$ cat src/hw/rtl/sipq_pkg.sv
// Shared types and constants for the sorted-insert priority queue.
package sipq_pkg;

    localparam int CAPACITY = 8;
    localparam int CNT_W    = $clog2(CAPACITY + 1);
    localparam int DATA_W   = 32;
    localparam int COUNT_W  = 4;

    localparam logic OP_PUSH = 1'b0;
    localparam logic OP_POP  = 1'b1;

    localparam logic [1:0] ST_PUSHED  = 2'd0;
    localparam logic [1:0] ST_POPPED  = 2'd1;
    localparam logic [1:0] ST_FULL    = 2'd2;
    localparam logic [1:0] ST_EMPTY   = 2'd3;

    typedef struct packed {
        logic signed [DATA_W-1:0] value;
        logic signed [DATA_W-1:0] prio;
    } t_entry;

    // per-cycle command broadcast to every cell
    typedef struct packed {
        logic push;
        logic pop;
    } t_cell_ctl;

endpackage

$ cat src/hw/rtl/sipq_cell.sv
// One storage cell of the sorted queue: holds an entry, shifts or loads.
module sipq_cell (
    input  logic               i_clk,
    input  sipq_pkg::t_cell_ctl i_ctl,
    input  sipq_pkg::t_entry   i_new,
    input  sipq_pkg::t_entry   i_left,
    input  sipq_pkg::t_entry   i_right,
    input  logic               i_ins_left,
    input  logic               i_occupied,
    output sipq_pkg::t_entry   o_entry,
    output logic               o_ins
);
    import sipq_pkg::*;

    t_entry r_entry;
    t_entry n_entry;

    // insertion point at or before this cell: empty, or stored priority larger
    assign o_ins   = !i_occupied || (r_entry.prio > i_new.prio);
    assign o_entry = r_entry;

    always_comb begin
        n_entry = r_entry;
        if (i_ctl.push) begin
            if (i_ins_left) begin
                n_entry = i_left;
            end else if (o_ins) begin
                n_entry = i_new;
            end
        end else if (i_ctl.pop) begin
            n_entry = i_right;
        end
    end

    always_ff @(posedge i_clk) begin
        r_entry <= n_entry;
    end

endmodule

$ cat src/hw/rtl/sorted_insert_priority_queue.sv
// Top level of the sorted-insert priority queue: cell row, count and result register.
//
// Usage notes
// - Input channel (i_valid / o_ready) carries operation, element, priority_req.
//   Operation 0 pushes the element, 1 pops the front entry (smallest priority;
//   equal priorities leave in arrival order).
// - Output channel (o_valid / i_ready) returns one result per input transfer:
//   status (pushed, popped, push dropped when full, pop on empty), the popped
//   entry (zero otherwise) and the entry count after the operation.
// - Every cell compares its stored priority with the new one and shifts left,
//   right or loads in the same cycle, so an operation updates the whole row at once.
// - Latency: the result is shown the cycle after the input transfer.
// - Throughput: one item per cycle while the receiver takes results; the
//   result register parts the two sides, so a new item is taken whenever the
//   held result leaves in the same cycle.
// - Receiver stall: the result holds in its register and o_ready drops until
//   it is taken; no item is lost.
// - Reset (i_rst_n low, synchronous) empties the queue and clears o_valid;
//   cell contents are left as they are and only read below the count.
module sorted_insert_priority_queue (
    input  logic                                i_clk,
    input  logic                                i_rst_n,
    input  logic                                i_valid,
    output logic                                o_ready,
    input  logic                                i_operation,
    input  logic signed [sipq_pkg::DATA_W-1:0]  i_element,
    input  logic signed [sipq_pkg::DATA_W-1:0]  i_priority_req,
    output logic                                o_valid,
    input  logic                                i_ready,
    output logic        [1:0]                   o_status,
    output logic signed [sipq_pkg::DATA_W-1:0]  o_popped_element,
    output logic signed [sipq_pkg::DATA_W-1:0]  o_popped_priority,
    output logic        [sipq_pkg::COUNT_W-1:0] o_entry_count
);
    import sipq_pkg::*;

    logic                     r_out_valid;
    logic [1:0]               r_status;
    t_entry                   r_popped;
    logic [CNT_W-1:0]         r_count;
    logic [CNT_W-1:0]         n_count;
    logic [1:0]               n_status;
    t_entry                   n_popped;

    logic                     w_accept;
    logic                     w_full;
    logic                     w_empty;
    t_cell_ctl                w_ctl;
    t_entry                   w_new;
    t_entry                   w_entry [CAPACITY];
    logic [CAPACITY-1:0]      w_ins;

    // result register frees up when empty or when its transfer completes
    assign o_ready  = !r_out_valid || i_ready;
    assign w_accept = i_valid && o_ready;
    assign w_full   = (r_count == CNT_W'(CAPACITY));
    assign w_empty  = (r_count == '0);

    assign w_ctl.push = w_accept && (i_operation == OP_PUSH) && !w_full;
    assign w_ctl.pop  = w_accept && (i_operation == OP_POP) && !w_empty;

    assign w_new.value = i_element;
    assign w_new.prio  = i_priority_req;

    // cell row: entry 0 is the front of the queue
    for (genvar g = 0; g < CAPACITY; g++) begin : g_cell
        t_entry w_left;
        t_entry w_right;
        logic   w_ins_left;

        if (g == 0) begin : g_first
            assign w_left     = w_new;
            assign w_ins_left = 1'b0;
        end else begin : g_mid
            assign w_left     = w_entry[g-1];
            assign w_ins_left = w_ins[g-1];
        end

        if (g == CAPACITY - 1) begin : g_last
            assign w_right = w_entry[g];
        end else begin : g_inner
            assign w_right = w_entry[g+1];
        end

        sipq_cell u_cell (
            .i_clk      (i_clk),
            .i_ctl      (w_ctl),
            .i_new      (w_new),
            .i_left     (w_left),
            .i_right    (w_right),
            .i_ins_left (w_ins_left),
            .i_occupied (r_count > CNT_W'(g)),
            .o_entry    (w_entry[g]),
            .o_ins      (w_ins[g])
        );
    end

    always_comb begin
        n_count  = r_count;
        n_popped = '0;
        if (i_operation == OP_PUSH) begin
            n_status = w_full ? ST_FULL : ST_PUSHED;
            if (!w_full) begin
                n_count = r_count + CNT_W'(1);
            end
        end else begin
            n_status = w_empty ? ST_EMPTY : ST_POPPED;
            if (!w_empty) begin
                n_count  = r_count - CNT_W'(1);
                n_popped = w_entry[0];
            end
        end
    end

    always_ff @(posedge i_clk) begin
        if (!i_rst_n) begin
            r_out_valid <= 1'b0;
            r_count     <= '0;
        end else begin
            if (w_accept) begin
                r_out_valid <= 1'b1;
                r_count     <= n_count;
            end else if (i_ready) begin
                r_out_valid <= 1'b0;
            end
        end
    end

    always_ff @(posedge i_clk) begin
        if (w_accept) begin
            r_status <= n_status;
            r_popped <= n_popped;
        end
    end

    assign o_valid           = r_out_valid;
    assign o_status          = r_status;
    assign o_popped_element  = r_popped.value;
    assign o_popped_priority = r_popped.prio;
    assign o_entry_count     = COUNT_W'(r_count);

    // count never passes the capacity
    a_count_bound : assert property (@(posedge i_clk) disable iff (!i_rst_n)
        r_count <= CNT_W'(CAPACITY))
        else $error("entry count above capacity");

    // a committed push grows the count by one
    a_push_count : assert property (@(posedge i_clk) disable iff (!i_rst_n)
        w_ctl.push |=> r_count == $past(r_count) + CNT_W'(1))
        else $error("push did not grow the count");

    // front two entries stay in priority order
    a_sorted : assert property (@(posedge i_clk) disable iff (!i_rst_n)
        r_count >= CNT_W'(2) |-> w_entry[0].prio <= w_entry[1].prio)
        else $error("queue front out of order");

    // a pop on empty reports an empty queue
    a_empty_report : assert property (@(posedge i_clk) disable iff (!i_rst_n)
        (o_valid && o_status == ST_EMPTY) |-> o_entry_count == '0)
        else $error("pop on empty with nonzero count");

endmodule

$ cat config.mk
export PLATFORM = sky130hd
export DESIGN_NAME = sorted_insert_priority_queue
export DESIGN_NICKNAME = d
export VERILOG_FILES = /design/src/hw/rtl/sipq_pkg.sv /design/src/hw/rtl/sipq_cell.sv /design/src/hw/rtl/sorted_insert_priority_queue.sv
export SDC_FILE = /design/constraint.sdc
export NUM_CORES = 2
export LEC_CHECK = 0
export BUFFER_PORTS_ARGS = -buffer_cell sky130_fd_sc_hd__buf_2
export CORE_MARGIN = 3
export CORE_UTILIZATION = 45
export DETAILED_ROUTE_END_ITERATION = 7
export PLACE_DENSITY = 0.64
export SLEW_MARGIN = 20
export SYNTH_ARGS = -nofsm -noshare
export SYNTH_HDL_FRONTEND = slang
export SYNTH_SLANG_ARGS = --single-unit
$ cat constraint.sdc
create_clock -name i_clk -period 7.8 [get_ports i_clk]
set_input_delay 2.34 -clock i_clk [delete_from_list [all_inputs] [get_ports i_clk]]
set_output_delay 2.34 -clock i_clk [all_outputs]
set_load 0.005 [all_outputs]
==> Word-level counts from Yosys, hierarchy flattened <==
Cells that the tools add are included.
{ "totals": {"output_inout_bits": 72, "in_bits": 69, "reg_bits": 583, "word_cells": 126} }
{ "classes": {"n_reduce_logical": 39, "muxes": 37, "magnitude_cmp": 16, "add_sub_neg": 2, "bitwise": 1, "eq_ne": 10} }
{ "ops": {"columns": ["op", "count"], "rows": [
  ["$mux W64", 29],
  ["$gt A32 B32 Y1", 8],
  ["$gt A4 B3 Y1 const B", 4],
  ["$reduce_and A2 Y1", 8],
  ["$ne A3 B1 Y1 const B", 5],
  ["$mux W4", 3],
  ["$logic_not A1 Y1", 11],
  ["$logic_or A1 B1 Y1", 9],
  ["$gt A4 B1 Y1 const B", 2],
  ["$gt A4 B2 Y1 const B", 2],
  ["$mux W2", 3],
  ["$ne A2 B2 Y1 const B", 3],
  ["$reduce_bool A2 Y1", 3],
  ["$logic_and A1 B1 Y1", 5],
  ["$add A4 B1 Y4 const B", 1],
  ["$eq A4 B4 Y1 const B", 1],
  ["$logic_not A4 Y1", 1],
  ["$sub A4 B1 Y4 const B", 1],
  ["$ne A3 B2 Y1 const B", 1],
  ["$reduce_and A3 Y1", 1],
  ["$mux W1", 2],
  ["$reduce_or A2 Y1", 1],
  ["$not A1 Y1", 1]
]} }

==> Depth between registers and ports, before layout <==
{ "logic_depth": {"ltp_word": 7, "depth_mapped": 12, "mapped_depth_nobuf": 9} }

==> Modules after synthesis <==
A second synthesis with hierarchy kept.
{ "unflattened": {"cells_unflattened": 3454, "hier_area_um2": 35838.1} }
{ "modules_own_cells": {"columns": ["module", "seq_area_each_um2", "area_each_um2", "instances", "cells_per_inst"], "rows": [
  ["sipq_cell", 1921.8, 4119.0, 8, 407],
  ["sorted_insert_priority_queue", 2082.0, 2886.5, 1, 198]
]} }

==> Least setup slack after synthesis <==
Ideal clock, no wire load.
{ "synth_timing": {"path_kind": "input port to flip-flop", "startpoint": "input i_priority_req[31] in the netlist's numbering", "endpoint": "register g_cell[3].u_cell.r_entry, in the netlist g_cell[3].u_cell.o_entry[0] (enable)", "path_slack_ns": -0.500, "setup_ns": 0.524, "arrival_ns": 7.776, "n_path_buf": 2, "t_required_ns": 7.276, "stages": 11, "cell_sequence": "inv_1 -> ha_1 -> nand2_1 -> nor3_2 -> inv_1 -> o221a_2 -> and3_1 -> buf_2 -> buf_2 -> or3_1 -> a31oi_1"} }
{ "synth_between": {"elab_chain_cells": 4, "word_cells_on_any_way": 6, "classes_between": "order compare: 2; eq/ne: 1; reduce/logical: 3"} }
{ "synth_lines": {"columns": ["element", "line_no", "rtl"], "rows": [
  ["start, declared", "sorted_insert_priority_queue.sv:27", "input logic signed [sipq_pkg::DATA_W-1:0] i_priority_req,"],
  ["$gt A32 B32 Y1", "sipq_cell.sv:19", "assign o_ins = !i_occupied || (r_entry.prio > i_new.prio);"],
  ["$logic_or A1 B1 Y1", "sipq_cell.sv:19", null],
  ["$ne A3 B1 Y1 (no line) *", null, null],
  ["$reduce_and A2 Y1 (no line) *", null, null],
  ["end signal, assigned", "sipq_cell.sv:36", "r_entry <= n_entry;"],
  ["end, declared", "sipq_cell.sv:15", "t_entry r_entry;"]
]} }
Every way passes the cells marked *; elsewhere a longest branch is shown, timed or not.
A chain may end at the register's enable or synchronous reset.

==> impl_metrics.yaml <==
synthesis:
  synth-edff-count: 578
  synth_xor_area_share_pct: 0.0753
  synthMuxAreaShare_pct: 2.44
  yosysTopAreaCellShare_pct: 49.7
  synth_nets: 3569
  netlist_area_um2: 34900
  synth-adder-area-share_pct: 9.32
  async_reset_ff_share_pct: 0
  synth-simple-area-share_pct: 16.3
  avgSynthCellArea_um2: 10.8
  yosysTopAreaCell: "edfxtp_1"
  syn-instance-count: 3240
  ys_seq_elements: 583
  synthFlopType: "edfxtp_1"
  synth_compound_area_share_pct: 17.8
  synth-warning-count: 0
  synth_top_family_by_area: "compound AO/OA/AOI/OAI gates"
  ys_top_cells_by_area: "edfxtp_1 (50%), ha_1 (9.3%), a221o_1 (7.5%)"
  ys_seq_area_share_pct: 50.0
  yosysMostFrequentCell: "edfxtp_1"
  synth_cell_type_count: 66
  synth_common_cells: "edfxtp_1 (578), nand2_1 (561), a221o_1 (261)"
floorplanning:
  initial_utilization_pct: 45.7
  die_area_um2: 80900
  die_h_um: 285
  io_pins: 141
  rows: 101
  core_area_um2: 76300
  die_w_um: 285
timing:
  setup_viol: 0
  rsz0062_at_grt: "false"
  slew_viol_final: 0
  min_period_ns: 5.84
  maxSlewHeadroom_pct: 21.5
  worst_pin_slew_ns: 1.18
  skew_ns: 0.0312
  fin_crit_sh_pct: 74.9
  hold_viol_final: 0
  layout_setup_ws_ns: 1.96
  clock.fmax_mhz: 171
  setup_tns_ns: 0
cells_and_area:
  fillers: 6759
  final_layout_size_suffix_gt1_share_pct: 12.8
  register_area_um2: 17500
  stdcell_count: 4305
  area_delta_synth_final_pct: 11.2
  multi_input_area_um2: 16300
  nets: 3545
cts:
  cts_max_level: 3
  clkSlewWorstSetupHoldPaths_ns: 0.06
  cts_resized: 0
  clk_latency_ns: 0.63
  cts.sinks: 583
  hold_buffers: 0
  clock_tree.root_cell: "clkbuf_16"
  cts_tree: "yes"
  cts_setup_buffers: 0
  cts_buffers: 68
  clockBufferDepth: 3
setup_path:
  cpPeakStageDelay_ns: 0.78
  crit_slowest_cell: "buf_4"
  worst-path-buf-inv: 3
  crit_fanout: 40
  arrival_ns: 6.32
  worst_setup_path_end_kind: "flop"
  setup.worst_path.start_class: "input port"
  path_delay_family: "simple AND/OR/NAND/NOR gates"
  worstPathRequired_ns: 8.28
  path_class: "in -> reg"
  path_cells: "buf_2 -> inv_1 -> ha_1 -> a21oi_1 -> o21a_1 -> o2bb2ai_1 -> or4_1 -> a211oi_4 -> or2_2 -> buf_4 -> a221o_1"
  rrSetupSlack_ns: 3.28
grt:
  grt_max_degree: 245
  antenna_found_initial: 10
  grt_pass1_vias: 29700
  gr-usage-all-layers_pct: 31.2
  grt_pass1_wl_um: 193000
  overflow: 0
detailed_routing:
  antenna_left: 0
  firstDrtPassIters: 6
  vias_per_cell: 6.97
  vias: 30000
  drt_iter0_drc: 4458
  wirelength_um: 130000
  drc: 0
  drt-wirelength-per-cell_um: 30.3
placed_design:
  hpwl_um: 77300
  post-place-cells: 4175
  post-place-ws_ns: 1.42
  io_buffers: 140
  gp_congestion: 0.977
power_and_ir_drop:
  p_leak_uw: 0.0149
  finalPower_uw: 9420
  powerDensity_nw_per_um2: 243
  ir_drop_uv: 161
status:
  status: "completed"
hold_path:
  min_path_type: "reg -> reg"
run:
  drv_cap: 0
==> stage by stage <==
step | utilization (%) | instance area (µm²) | hold slack (ns)
after floorplan | - | 35000 | 0.517
final | 50.9 | 38800 | 0.552
after global routing | 50.9 | 38800 | 0.572
after CTS | 50.8 | 38800 | 0.555
after detailed placement | 47.9 | 36500 | 0.536
after global placement | 47.9 | 36500 | 0.519
==> cells by family after synthesis <==
kind of cell / after synthesis
compound gates: 807
simple gates: 1174
xor+xnor: 3
buf+inv: 347
fa+ha+maj: 260
mux: 66
flops: 583
==> worst paths after layout <==
| path | from | endpoint | cells after the start |
|---|---|---|---|
| setup / recovery | i_priority_req[11] | g_cell[1].u_cell.o_entry[15]$_DFFE_PP_ | 11 |
| hold / removal | o_valid$_SDFFE_PN0P_ | o_valid$_SDFFE_PN0P_ | 2 |
| setup reg to reg | o_entry_count[0]$_SDFFE_PN0P_ | g_cell[6].u_cell.o_entry[61]$_DFFE_PP_ | 8 |
| hold reg to reg | o_valid$_SDFFE_PN0P_ | o_valid$_SDFFE_PN0P_ | 2 |
==> power by group <==
group	switching (µW)	internal (µW)
combinational	1360	635
sequential	229	3880
clock	1410	1900
==> layout make-up <==
class / instances / share of cell area (%)
inverter: 51 / 0.493
sequential: 583 / 45.0
tap: 1030 / 3.32
multi-input combinational: 2310 / 42.1
timing repair buffer: 202 / 3.31
antenna: 4 / 0.0258
clock buffer: 80 / 4.52
clock inverter: 45 / 1.27
==> cells in the final DEF (no fill, tap or decap), types with 99 or more instances in the layout <==
| cell | Yosys | final |
|---|---|---|
| a221o_1 | 261 | 261 |
| nand2_1 | 561 | 559 |
| edfxtp_1 | 578 | 578 |
| nor2_1 | 122 | 122 |
| nor3_1 | 135 | 135 |
| a31oi_1 | 202 | 194 |
| buf_2 | 50 | 140 |
| ha_1 | 260 | 260 |
| nand4_1 | 118 | 118 |
| a21oi_1 | 102 | 99 |
| and3_1 | 102 | 99 |
==> state kept, by name, indices dropped and copies added, names as in the netlist <==
register and count:
o_valid 1, o_entry_count 4, o_popped_element 32, o_status 2
g_cell.u_cell.o_entry 512, o_popped_priority 32
==> tightest hold or removal path, cell delays in order, from the launching register on <==
cell      delay (ns)
dfxtp_1         0.31
nand2b_1        0.11
a21boi_0        0.09
==> layer usage <==
metal	track usage, %	wire length (µm)	vias to the layer above
li1	-	-	12800
met1	41.9	50800	14600
met2	49.1	59000	2208
met3	6.38	15000	375
met4	13.4	5490	4
met5	0	34	-
(Power assumes the default switching activity.)
